**config.mk**
```make
export PLATFORM = sky130hd
export DESIGN_NAME = spi_slave_command_framer_unit
export DESIGN_NICKNAME = d
export VERILOG_FILES = /design/src/sscf_pkg.sv /design/src/sscf_ctrl.sv /design/src/sscf_datapath.sv /design/src/spi_slave_command_framer_unit.sv
export SDC_FILE = /design/constraint.sdc
export NUM_CORES = 1
export LEC_CHECK = 0
export BUFFER_PORTS_ARGS = -buffer_cell sky130_fd_sc_hd__buf_2
export CORE_ASPECT_RATIO = 0.75
export CORE_MARGIN = 4
export CORE_UTILIZATION = 58
export DETAILED_ROUTE_END_ITERATION = 12
export MAX_ROUTING_LAYER = met4
export PLACE_DENSITY_LB_ADDON = 0.25
export SLEW_MARGIN = 15
export SYNTH_ARGS = -nofsm -noshare
export SYNTH_HDL_FRONTEND = slang
export SYNTH_SLANG_ARGS = --single-unit
```
**constraint.sdc**
```tcl
create_clock -name clk -period 12.8 [get_ports clk]
set_input_delay 1.28 -clock clk [delete_from_list [all_inputs] [get_ports clk]]
set_output_delay 1.28 -clock clk [all_outputs]
set_load 0.005 [all_outputs]
```
**src/sscf_pkg.sv**
```systemverilog
// Shared types, constants and functions of the SPI slave command framer
`timescale 1ns / 1ps
`default_nettype none
package sscf_pkg;

	localparam int BUFFER_BYTES = 11;
	localparam int IDX_W = $clog2(BUFFER_BYTES + 1);
	localparam int BUF_AW = $clog2(BUFFER_BYTES);
	localparam int LEN_W = 4;

	localparam logic [7:0] MAX_COMMAND = 8'd6;
	localparam logic [7:0] ANSWER_BUSY = 8'hFD;
	localparam logic [7:0] ANSWER_ERROR = 8'hFE;
	localparam logic [7:0] SEQ_RESET = 8'hA5;
	localparam logic [15:0] CRC_SEED_RESET = 16'hA55A;

	// Input command codes
	localparam logic [2:0] CMD_SPI_BYTE = 3'd0;
	localparam logic [2:0] CMD_CS_RELEASE = 3'd1;
	localparam logic [2:0] CMD_HOST_READ = 3'd2;
	localparam logic [2:0] CMD_HOST_WRITE = 3'd3;
	localparam logic [2:0] CMD_COMMIT = 3'd4;

	// Link states as seen on frame_state
	typedef enum logic [1:0] {
		LS_RECEIVING = 2'd0,
		LS_TRANSMITTING = 2'd1,
		LS_ERROR = 2'd2,
		LS_AWAITING = 2'd3
	} link_state_t;

	typedef struct packed {
		logic [2:0] cmd;
		logic [7:0] rx_byte;
		logic [3:0] buf_pos;
		logic [7:0] buf_value;
	} in_item_t;

	typedef struct packed {
		logic [7:0] tx_byte;
		logic tx_load;
		logic command_ready;
		logic [2:0] command_id;
		logic [1:0] frame_state;
		logic [7:0] buffer_data;
	} out_item_t;

	// Datapath operations issued by the controller
	typedef enum logic [4:0] {
		OP_NONE = 5'd0,
		OP_LATCH = 5'd1,
		OP_SPI = 5'd2,
		OP_SPI_TX = 5'd3,
		OP_REQ_SEED = 5'd4,
		OP_REQ_STEP = 5'd5,
		OP_CMP_LO = 5'd6,
		OP_CMP_HI = 5'd7,
		OP_RESTART = 5'd8,
		OP_HREAD = 5'd9,
		OP_HWRITE = 5'd10,
		OP_RESP_SEED = 5'd11,
		OP_RESP_STEP = 5'd12,
		OP_STORE_LO = 5'd13,
		OP_STORE_HI = 5'd14,
		OP_COMMIT_TX = 5'd15,
		OP_PUBLISH = 5'd16
	} dp_op_t;

	typedef struct packed {
		dp_op_t op;
	} dp_ctrl_t;

	typedef struct packed {
		logic spi_fatal;
		logic spi_check;
		logic req_more;
		logic resp_more;
		logic awaiting;
	} dp_status_t;

	// One byte of reflected CCITT (poly 0x8408)
	function automatic logic [15:0] crc_step(input logic [15:0] crc, input logic [7:0] b);
		logic [7:0] d;
		logic [7:0] e;
		d = b ^ crc[7:0];
		e = d ^ {d[3:0], 4'b0000};
		return {e, crc[15:8]} ^ {12'b0, e[7:4]} ^ {5'b0, e, 3'b000};
	endfunction

	// Request length per command id
	function automatic logic [LEN_W-1:0] req_len_of(input logic [2:0] id);
		logic [LEN_W-1:0] len;
		case (id)
			3'd0: len = LEN_W'(4);
			3'd1: len = LEN_W'(8);
			3'd2: len = LEN_W'(7);
			3'd3: len = LEN_W'(3);
			3'd4: len = LEN_W'(4);
			3'd5: len = LEN_W'(3);
			3'd6: len = LEN_W'(6);
			default: len = '0;
		endcase
		return len;
	endfunction

	// Whole frame length per command id
	function automatic logic [LEN_W-1:0] frame_len_of(input logic [2:0] id);
		logic [LEN_W-1:0] len;
		case (id)
			3'd0: len = LEN_W'(10);
			3'd1: len = LEN_W'(10);
			3'd2: len = LEN_W'(9);
			3'd3: len = LEN_W'(6);
			3'd4: len = LEN_W'(6);
			3'd5: len = LEN_W'(7);
			3'd6: len = LEN_W'(11);
			default: len = '0;
		endcase
		return len;
	endfunction

endpackage
`default_nettype wire

```
**src/sscf_ctrl.sv**
```systemverilog
// Controller state machine of the SPI slave command framer
`timescale 1ns / 1ps
`default_nettype none
module sscf_ctrl (
	input wire logic clk,
	input wire logic arst_n,
	input wire logic in_valid,
	input wire logic [2:0] in_cmd,
	output logic in_stall,
	output logic out_valid,
	input wire logic out_stall,
	input wire sscf_pkg::dp_status_t stat,
	output sscf_pkg::dp_ctrl_t ctrl
);
	import sscf_pkg::*;

	typedef enum logic [15:0] {
		S_IDLE = 16'b0000_0000_0000_0001,
		S_SPI = 16'b0000_0000_0000_0010,
		S_SPI_TX = 16'b0000_0000_0000_0100,
		S_REQ_SEED = 16'b0000_0000_0000_1000,
		S_REQ_STEP = 16'b0000_0000_0001_0000,
		S_CMP_LO = 16'b0000_0000_0010_0000,
		S_CMP_HI = 16'b0000_0000_0100_0000,
		S_RESTART = 16'b0000_0000_1000_0000,
		S_HREAD = 16'b0000_0001_0000_0000,
		S_HWRITE = 16'b0000_0010_0000_0000,
		S_RESP_SEED = 16'b0000_0100_0000_0000,
		S_RESP_STEP = 16'b0000_1000_0000_0000,
		S_STORE_LO = 16'b0001_0000_0000_0000,
		S_STORE_HI = 16'b0010_0000_0000_0000,
		S_COMMIT_TX = 16'b0100_0000_0000_0000,
		S_RESULT = 16'b1000_0000_0000_0000
	} state_t;

	state_t state_q;
	state_t state_nx;
	logic out_valid_q;
	logic out_free;

	assign in_stall = (state_q != S_IDLE);
	assign out_valid = out_valid_q;
	assign out_free = !out_valid_q || !out_stall;

	// Sequence the datapath one operation per cycle; the result state waits while the output is stalled
	always_comb begin
		state_nx = state_q;
		ctrl.op = OP_NONE;
		case (state_q)
			S_IDLE: begin
				if (in_valid) begin
					ctrl.op = OP_LATCH;
					case (in_cmd)
						CMD_SPI_BYTE: state_nx = S_SPI;
						CMD_CS_RELEASE: state_nx = S_RESTART;
						CMD_HOST_READ: state_nx = S_HREAD;
						CMD_HOST_WRITE: state_nx = S_HWRITE;
						CMD_COMMIT: state_nx = stat.awaiting ? S_RESP_SEED : S_RESULT;
						default: state_nx = S_RESULT;
					endcase
				end
			end
			S_SPI: begin
				ctrl.op = OP_SPI;
				if (stat.spi_fatal)
					state_nx = S_RESULT;
				else if (stat.spi_check)
					state_nx = S_REQ_SEED;
				else
					state_nx = S_SPI_TX;
			end
			S_SPI_TX: begin
				ctrl.op = OP_SPI_TX;
				state_nx = S_RESULT;
			end
			S_REQ_SEED: begin
				ctrl.op = OP_REQ_SEED;
				state_nx = S_REQ_STEP;
			end
			S_REQ_STEP: begin
				ctrl.op = OP_REQ_STEP;
				if (!stat.req_more)
					state_nx = S_CMP_LO;
			end
			S_CMP_LO: begin
				ctrl.op = OP_CMP_LO;
				state_nx = S_CMP_HI;
			end
			S_CMP_HI: begin
				ctrl.op = OP_CMP_HI;
				state_nx = S_RESULT;
			end
			S_RESTART: begin
				ctrl.op = OP_RESTART;
				state_nx = S_RESULT;
			end
			S_HREAD: begin
				ctrl.op = OP_HREAD;
				state_nx = S_RESULT;
			end
			S_HWRITE: begin
				ctrl.op = OP_HWRITE;
				state_nx = S_RESULT;
			end
			S_RESP_SEED: begin
				ctrl.op = OP_RESP_SEED;
				state_nx = S_RESP_STEP;
			end
			S_RESP_STEP: begin
				ctrl.op = OP_RESP_STEP;
				if (!stat.resp_more)
					state_nx = S_STORE_LO;
			end
			S_STORE_LO: begin
				ctrl.op = OP_STORE_LO;
				state_nx = S_STORE_HI;
			end
			S_STORE_HI: begin
				ctrl.op = OP_STORE_HI;
				state_nx = S_COMMIT_TX;
			end
			S_COMMIT_TX: begin
				ctrl.op = OP_COMMIT_TX;
				state_nx = S_RESULT;
			end
			S_RESULT: begin
				if (out_free) begin
					ctrl.op = OP_PUBLISH;
					state_nx = S_IDLE;
				end
			end
			default: state_nx = S_IDLE;
		endcase
	end

	// Advance state; hold the output word until it is taken
	always_ff @(posedge clk or negedge arst_n) begin
		if (!arst_n) begin
			state_q <= S_IDLE;
			out_valid_q <= 1'b0;
		end else begin
			state_q <= state_nx;
			if (ctrl.op == OP_PUBLISH)
				out_valid_q <= 1'b1;
			else if (!out_stall)
				out_valid_q <= 1'b0;
		end
	end

endmodule
`default_nettype wire

```
**src/sscf_datapath.sv**
```systemverilog
// Datapath of the SPI slave command framer: frame buffer, CRC unit, link registers
`timescale 1ns / 1ps
`default_nettype none
module sscf_datapath (
	input wire logic clk,
	input wire logic arst_n,
	input wire logic cfg_wr_en,
	input wire logic [15:0] cfg_wr_data,
	input wire sscf_pkg::in_item_t in_data,
	input wire sscf_pkg::dp_ctrl_t ctrl,
	output sscf_pkg::dp_status_t stat,
	output sscf_pkg::out_item_t out_data
);
	import sscf_pkg::*;

	// Link state
	logic [15:0] crc_seed_q;
	logic [7:0] buf_q [BUFFER_BYTES];
	logic [IDX_W-1:0] byte_index_q;
	link_state_t link_state_q;
	logic [7:0] seq_q;
	logic [LEN_W-1:0] req_len_q;
	logic [LEN_W-1:0] frame_len_q;
	logic [2:0] active_id_q;

	// Working registers
	logic [15:0] crc_q;
	logic [IDX_W-1:0] walk_idx_q;
	logic lo_ok_q;
	in_item_t item_q;
	logic [7:0] res_tx_q;
	logic res_load_q;
	logic [7:0] res_rdata_q;
	out_item_t out_q;

	// Buffer ports
	logic [IDX_W-1:0] rd_addr;
	logic [7:0] rd_data;
	logic wr_en;
	logic [IDX_W-1:0] wr_addr;
	logic [7:0] wr_data;

	// Decode of an incoming spi byte
	logic spi_fatal;
	logic spi_first;
	logic [IDX_W-1:0] bi_next;
	logic [7:0] id_byte;
	logic id_ok;
	logic [LEN_W-1:0] req_len_new;
	logic spi_check;
	logic req_more;
	logic resp_more;
	logic fl_ok;
	logic [IDX_W-1:0] fl_m2;
	logic [IDX_W-1:0] fl_m1;
	logic crc_hi_ok;

	assign spi_fatal = (byte_index_q >= IDX_W'(BUFFER_BYTES))
		|| (link_state_q == LS_ERROR) || (link_state_q == LS_AWAITING);
	assign spi_first = (byte_index_q == '0);
	assign bi_next = byte_index_q + IDX_W'(1);
	assign id_byte = (spi_first && link_state_q == LS_RECEIVING) ? item_q.rx_byte : buf_q[0];
	assign id_ok = (id_byte <= MAX_COMMAND);
	assign req_len_new = (spi_first && id_ok) ? req_len_of(id_byte[2:0]) : req_len_q;
	assign spi_check = !(spi_first && !id_ok) && (bi_next == IDX_W'(req_len_new));

	assign req_more = (walk_idx_q < IDX_W'(req_len_q));
	assign resp_more = (({1'b0, walk_idx_q} + (IDX_W + 1)'(2)) < (IDX_W + 1)'(frame_len_q));
	assign fl_ok = (frame_len_q >= LEN_W'(2))
		&& (IDX_W'(frame_len_q) <= IDX_W'(BUFFER_BYTES));
	assign fl_m2 = IDX_W'(frame_len_q) - IDX_W'(2);
	assign fl_m1 = IDX_W'(frame_len_q) - IDX_W'(1);
	assign crc_hi_ok = lo_ok_q && (rd_data == crc_q[15:8]);

	assign stat.spi_fatal = spi_fatal;
	assign stat.spi_check = spi_check;
	assign stat.req_more = req_more;
	assign stat.resp_more = resp_more;
	assign stat.awaiting = (link_state_q == LS_AWAITING);

	assign out_data = out_q;

	// Select the address of the buffer read port; beyond the buffer it reads zero
	always_comb begin
		case (ctrl.op)
			OP_REQ_STEP: rd_addr = walk_idx_q;
			OP_CMP_LO: rd_addr = IDX_W'(1);
			OP_CMP_HI: rd_addr = IDX_W'(2);
			OP_HREAD: rd_addr = IDX_W'(item_q.buf_pos);
			OP_SPI_TX: rd_addr = byte_index_q;
			OP_COMMIT_TX: rd_addr = byte_index_q;
			default: rd_addr = '0;
		endcase
	end
	assign rd_data = (rd_addr < IDX_W'(BUFFER_BYTES)) ? buf_q[rd_addr[BUF_AW-1:0]] : 8'h00;

	// Select the single buffer write
	always_comb begin
		wr_en = 1'b0;
		wr_addr = byte_index_q;
		wr_data = item_q.rx_byte;
		case (ctrl.op)
			OP_SPI: begin
				wr_en = !spi_fatal && (link_state_q == LS_RECEIVING);
			end
			OP_HWRITE: begin
				wr_en = 1'b1;
				wr_addr = IDX_W'(item_q.buf_pos);
				wr_data = item_q.buf_value;
			end
			OP_STORE_LO: begin
				wr_en = fl_ok;
				wr_addr = fl_m2;
				wr_data = crc_q[7:0];
			end
			OP_STORE_HI: begin
				wr_en = fl_ok;
				wr_addr = fl_m1;
				wr_data = crc_q[15:8];
			end
			default: wr_en = 1'b0;
		endcase
	end

	// Frame buffer, cleared at reset; drop writes beyond the buffer
	always_ff @(posedge clk or negedge arst_n) begin
		if (!arst_n) begin
			for (int i = 0; i < BUFFER_BYTES; i++)
				buf_q[i] <= 8'h00;
		end else if (wr_en && (wr_addr < IDX_W'(BUFFER_BYTES))) begin
			buf_q[wr_addr[BUF_AW-1:0]] <= wr_data;
		end
	end

	// Link state and seed register
	always_ff @(posedge clk or negedge arst_n) begin
		if (!arst_n) begin
			crc_seed_q <= CRC_SEED_RESET;
			byte_index_q <= '0;
			link_state_q <= LS_RECEIVING;
			seq_q <= SEQ_RESET;
			req_len_q <= '0;
			frame_len_q <= '0;
			active_id_q <= '0;
		end else begin
			if (cfg_wr_en)
				crc_seed_q <= cfg_wr_data;
			case (ctrl.op)
				OP_SPI: begin
					if (spi_fatal) begin
						link_state_q <= LS_ERROR;
					end else begin
						byte_index_q <= bi_next;
						if (spi_first) begin
							if (id_ok) begin
								active_id_q <= id_byte[2:0];
								req_len_q <= req_len_of(id_byte[2:0]);
								frame_len_q <= frame_len_of(id_byte[2:0]);
							end else begin
								link_state_q <= LS_ERROR;
							end
						end
					end
				end
				OP_SPI_TX: begin
					if (link_state_q == LS_TRANSMITTING
						&& byte_index_q == IDX_W'(frame_len_q)) begin
						byte_index_q <= '0;
						link_state_q <= LS_RECEIVING;
					end
				end
				OP_CMP_HI: begin
					if (crc_hi_ok) begin
						seq_q <= seq_q + 8'd1;
						link_state_q <= LS_AWAITING;
					end else begin
						link_state_q <= LS_ERROR;
					end
				end
				OP_RESTART: begin
					byte_index_q <= '0;
					link_state_q <= LS_RECEIVING;
				end
				OP_COMMIT_TX: link_state_q <= LS_TRANSMITTING;
				default: ;
			endcase
		end
	end

	// CRC walk, staged item and result word
	always_ff @(posedge clk) begin
		case (ctrl.op)
			OP_LATCH: begin
				item_q <= in_data;
				res_tx_q <= 8'h00;
				res_load_q <= 1'b0;
				res_rdata_q <= 8'h00;
			end
			OP_SPI: begin
				res_load_q <= 1'b1;
				res_tx_q <= spi_fatal ? ANSWER_ERROR : ANSWER_BUSY;
			end
			OP_SPI_TX: begin
				if (link_state_q == LS_TRANSMITTING) begin
					if (byte_index_q == IDX_W'(frame_len_q))
						res_tx_q <= seq_q;
					else
						res_tx_q <= rd_data;
				end
			end
			OP_REQ_SEED: begin
				crc_q <= crc_step(crc_seed_q, buf_q[0]);
				walk_idx_q <= IDX_W'(3);
			end
			OP_REQ_STEP: begin
				if (req_more) begin
					crc_q <= crc_step(crc_q, rd_data);
					walk_idx_q <= walk_idx_q + IDX_W'(1);
				end
			end
			OP_CMP_LO: lo_ok_q <= (rd_data == crc_q[7:0]);
			OP_CMP_HI: begin
				if (crc_hi_ok) begin
					res_tx_q <= 8'h00;
					res_load_q <= 1'b0;
				end
			end
			OP_RESTART: begin
				res_tx_q <= seq_q;
				res_load_q <= 1'b1;
			end
			OP_HREAD: res_rdata_q <= rd_data;
			OP_RESP_SEED: begin
				crc_q <= crc_seed_q;
				walk_idx_q <= IDX_W'(req_len_q);
			end
			OP_RESP_STEP: begin
				if (resp_more) begin
					crc_q <= crc_step(crc_q, rd_data_walk(walk_idx_q));
					walk_idx_q <= walk_idx_q + IDX_W'(1);
				end
			end
			OP_COMMIT_TX: begin
				res_tx_q <= rd_data;
				res_load_q <= 1'b1;
			end
			OP_PUBLISH: begin
				out_q.tx_byte <= res_tx_q;
				out_q.tx_load <= res_load_q;
				out_q.command_ready <= (link_state_q == LS_AWAITING);
				out_q.command_id <= active_id_q;
				out_q.frame_state <= link_state_q;
				out_q.buffer_data <= res_rdata_q;
			end
			default: ;
		endcase
	end

	// Buffer byte at the response walk position; beyond the buffer reads zero
	function automatic logic [7:0] rd_data_walk(input logic [IDX_W-1:0] idx);
		return (idx < IDX_W'(BUFFER_BYTES)) ? buf_q[idx[BUF_AW-1:0]] : 8'h00;
	endfunction

endmodule
`default_nettype wire

```
**src/spi_slave_command_framer_unit.sv**
```systemverilog
// Top level of the SPI slave command framer
// Flow: an ignored commit or unused command goes straight to the result; host access, chip
// select release and spi bytes run their operation first; a closing request byte walks and
// checks the request CRC, a commit walks the response CRC and stores it before transmitting.
// Throughput: one word at a time; the byte-serial CRC walk and output stalls set the pace.
// Reset: arst_n clears the frame buffer, link state, sequence number (0xA5) and seed (0xA55A).
`timescale 1ns / 1ps
`default_nettype none
module spi_slave_command_framer_unit (
	input wire logic clk,
	input wire logic arst_n,
	input wire logic cfg_wr_en,
	input wire logic [15:0] cfg_wr_data,
	input wire logic in_valid,
	output logic in_stall,
	input wire sscf_pkg::in_item_t in_data,
	output logic out_valid,
	input wire logic out_stall,
	output sscf_pkg::out_item_t out_data
);
	import sscf_pkg::*;

	dp_ctrl_t ctrl;
	dp_status_t stat;

	// Sequence the work
	sscf_ctrl u_ctrl (
		.clk(clk),
		.arst_n(arst_n),
		.in_valid(in_valid),
		.in_cmd(in_data.cmd),
		.in_stall(in_stall),
		.out_valid(out_valid),
		.out_stall(out_stall),
		.stat(stat),
		.ctrl(ctrl)
	);

	// Hold buffer, state and CRC
	sscf_datapath u_datapath (
		.clk(clk),
		.arst_n(arst_n),
		.cfg_wr_en(cfg_wr_en),
		.cfg_wr_data(cfg_wr_data),
		.in_data(in_data),
		.ctrl(ctrl),
		.stat(stat),
		.out_data(out_data)
	);

endmodule
`default_nettype wire

```
==> flow_summary.ini <==
[clock_network]
cts_buffers = 22
cts_resized = 0
root_buffer = clkbuf_16
clk_latency_ns = 0.52
clock_path_buffers = 3
cts_tree = yes
holdBufCountCts = 0
clkSinkCount = 227
cts_setup_buffers = 0
clk_pin_slew_worst_paths_ns = 0.06
cts_htree_levels = 1

[global_route]
grt_use_total = 0.3385
grt_max_degree = 75
grt_pass1_vias = 10187
grt_pass1_wl_um = 64050
grt_overflow = 0
antenna_found_initial = 0

[power_and_ir_drop]
p_leak_nw = 6.071
ir_worst_vdd_uv = 132.4
power_density_nw_per_um2 = 176.3

[synth]
async_flop_share = 0.6432
syn_nets = 1271
synth_cell_type_count = 85
synth_cells = 1212
synthesis.area_um2 = 13120
synth-edff-count = 81
synth_xor_area_frac = 0.06115
avgSynthCellArea_um2 = 10.82
yosys_warnings = 0
synth.area.mux_share = 0.1458
ys.flop_type = dfrtp_1
ys_ff_latch = 227
synth-adder-area-share = 0.01431
synth_seq_area_share = 0.4652
synth_top_family_by_area = multiplexers
synth_compound_area_frac = 0.1396
yosys.area_share.simple = 0.1416

[run_status]
status = finished clean

[setup_path]
worstRegToRegCells = 13
crit_path_end_kind = flip-flop
critPathRequiredTime_ns = 12.94
cp-start-kind = flip-flop
arrival_ns = 6.32
worstSetupPathType = flip-flop to flip-flop
path_max_fanout = 14

[floorplanning]
die_y_um = 138.2
boundaryPins = 69
coreArea_um2 = 22170
num_rows = 47
fp.dieW_um = 181.6
dieArea_um2 = 25110
initial_core_util = 0.5916

[cells_and_area]
layout-drive-gt1-share = 0.2329
most-common-layout-cells = dfrtp_1 (133), mux2_2 (114), nor2_1 (94)
final_nets = 1318
nFillCells = 1765
final_cell_area_um2 = 14490
antennaDiodeCount = 0
syn_to_final_growth_pct = 10.45
layout_commonest_cell = dfrtp_1

[timing]
tns_ns = 0
relSlewSlack = 0.1839
final-setup-viol-count = 0
tightest_slew_ns = 1.216
maxSlewViolCount = 0
fin_crit_ns = 6.171
finClkSkew_ns = 0.01533
fmax_mhz = 162.0
period_share = 0.4821
hold_viol = 0
rsz0062_at_grt = false

[detailed_routing]
viasPerCell = 6.784
drtAntennaViolNets = 0
wire_per_inst_um = 26.73
drc_errors = 0
vias = 10644
firstDrtPassIters = 6
drt_iter0_drc = 1707
routed_wl_um = 41940

[hold_path]
holdCritPathClass = flip-flop to flip-flop
whs_path_depth = 0

[placement]
place_area_um2 = 13690
gp_congestion = 0.9983
dp_hpwl_um = 31670
port_buffers = 68

[job]
drv_cap = 0
## kinds of logic after synthesis
kind of cell             after synthesis
buffers and inverters                 98
flip-flops                           227
XOR/XNOR                              86
AND/OR/NAND/NOR                      356
AO/OA/AOI/OAI                        275
adder cells (fa/ha/maj)               15
multiplexers                         155
## Yosys cell counts, drive strengths merged, types with 19 or more instances
master	number	area [um^2]
a21oi	62	310.3
buf	25	151.4
clkbuf	39	146.4
dfrtp	133	3328
edfxtp	81	2432
inv	34	127.6
mux2	115	1299
mux2i	23	230.2
nand2	80	307.8
nand3	50	255.3
nor2	96	376.6
o21ai	72	360.3
o22ai	19	125.1
xnor2	42	375.4
xor2	41	359.1
## stage by stage
step | instances | power (mW) | hold slack (ns) | setup slack, ns | utilization
finish | 1569 | 2.554 | 0.4261 | 6.629 | 0.6535
global route | 1569 | 2.673 | 0.4366 | 6.325 | 0.6535
CTS | 1569 | 2.540 | 0.4280 | 6.810 | 0.6533
detailed placement | 1529 | 1.827 | 0.4127 | 6.817 | 0.6175
global placement | 1529 | 1.809 | 0.4031 | 6.990 | 0.6175
floorplan | 1212 | 1.556 | 0.4003 | 7.735 | -
## flip-flops by register name, summed over array words and instances, names as in the netlist
| register | count |
|---|---|
| u_datapath.item_q | 20 |
| u_datapath.res_tx_q | 8 |
| u_datapath.active_id_q | 3 |
| u_datapath.crc_seed_q | 16 |
| u_datapath.link_state_q | 2 |
| u_datapath.crc_q | 16 |
| u_datapath.res_rdata_q | 8 |
| u_datapath.byte_index_q | 4 |
| u_datapath.walk_idx_q | 4 |
| u_datapath.res_load_q | 1 |
| u_datapath.lo_ok_q | 1 |
| u_datapath.frame_len_q | 4 |
| u_datapath.buf_q | 88 |
| u_datapath.req_len_q | 4 |
| u_ctrl.out_valid | 1 |
| u_datapath.out_data | 23 |
| u_ctrl.state_q | 16 |
| u_datapath.seq_q | 8 |
## worst paths after layout
path                                      startpoint                     end  slack (ns)
min in group asynchronous                     arst_n    u_datapath.buf_q[11]        0.76
max                               u_ctrl.state_q[10]  u_datapath.res_tx_q[2]        6.63
min reg2reg                u_datapath.res_rdata_q[4]  u_datapath.out_data[4]        0.43
max in group asynchronous                     arst_n    u_datapath.buf_q[75]       10.62
max reg2reg                       u_ctrl.state_q[10]  u_datapath.res_tx_q[2]        6.63
min                        u_datapath.res_rdata_q[4]  u_datapath.out_data[4]        0.43
## critical path, stage by stage (launching register included)
cell and delay [ns]:
dfrtp_1 0.44, nor4b_1 1.00, a22o_1 0.29, and2_1 0.36
nor4_1 0.12, buf_4 0.22, nor2_1 0.74, a211oi_1 0.24
a211o_1 0.34, o211ai_1 0.20, a2bb2o_4 0.24, a2111o_1 0.45
or3_1 0.48, a221oi_2 0.66
## metal layers
metal / GRT usage / wire length, um / vias to the layer above
li1: - / - / 4653
met5: - / 0 / -
met4: 0.06317 / 889 / 0
met1: 0.5137 / 18110 / 5244
met3: 0.08272 / 5293 / 76
met2: 0.4693 / 17640 / 671
## where the power goes
group	total [mW]	switching, mW	internal (mW)
Combinational	0.838	0.510	0.328
Clock	0.715	0.289	0.426
Sequential	1.00	0.112	0.888
## layout make-up
cell class	count	area (um^2)	area share
multi-input cells	887	6608	0.4561
repair buffers	87	489.2	0.03377
clock buffers	32	670.6	0.04629
well taps	294	367.9	0.02539
clock inverters	8	122.6	0.008464
inverters	34	127.6	0.008809
flip-flops and latches	227	6102	0.4212
Power figures use the tool's default switching activity.
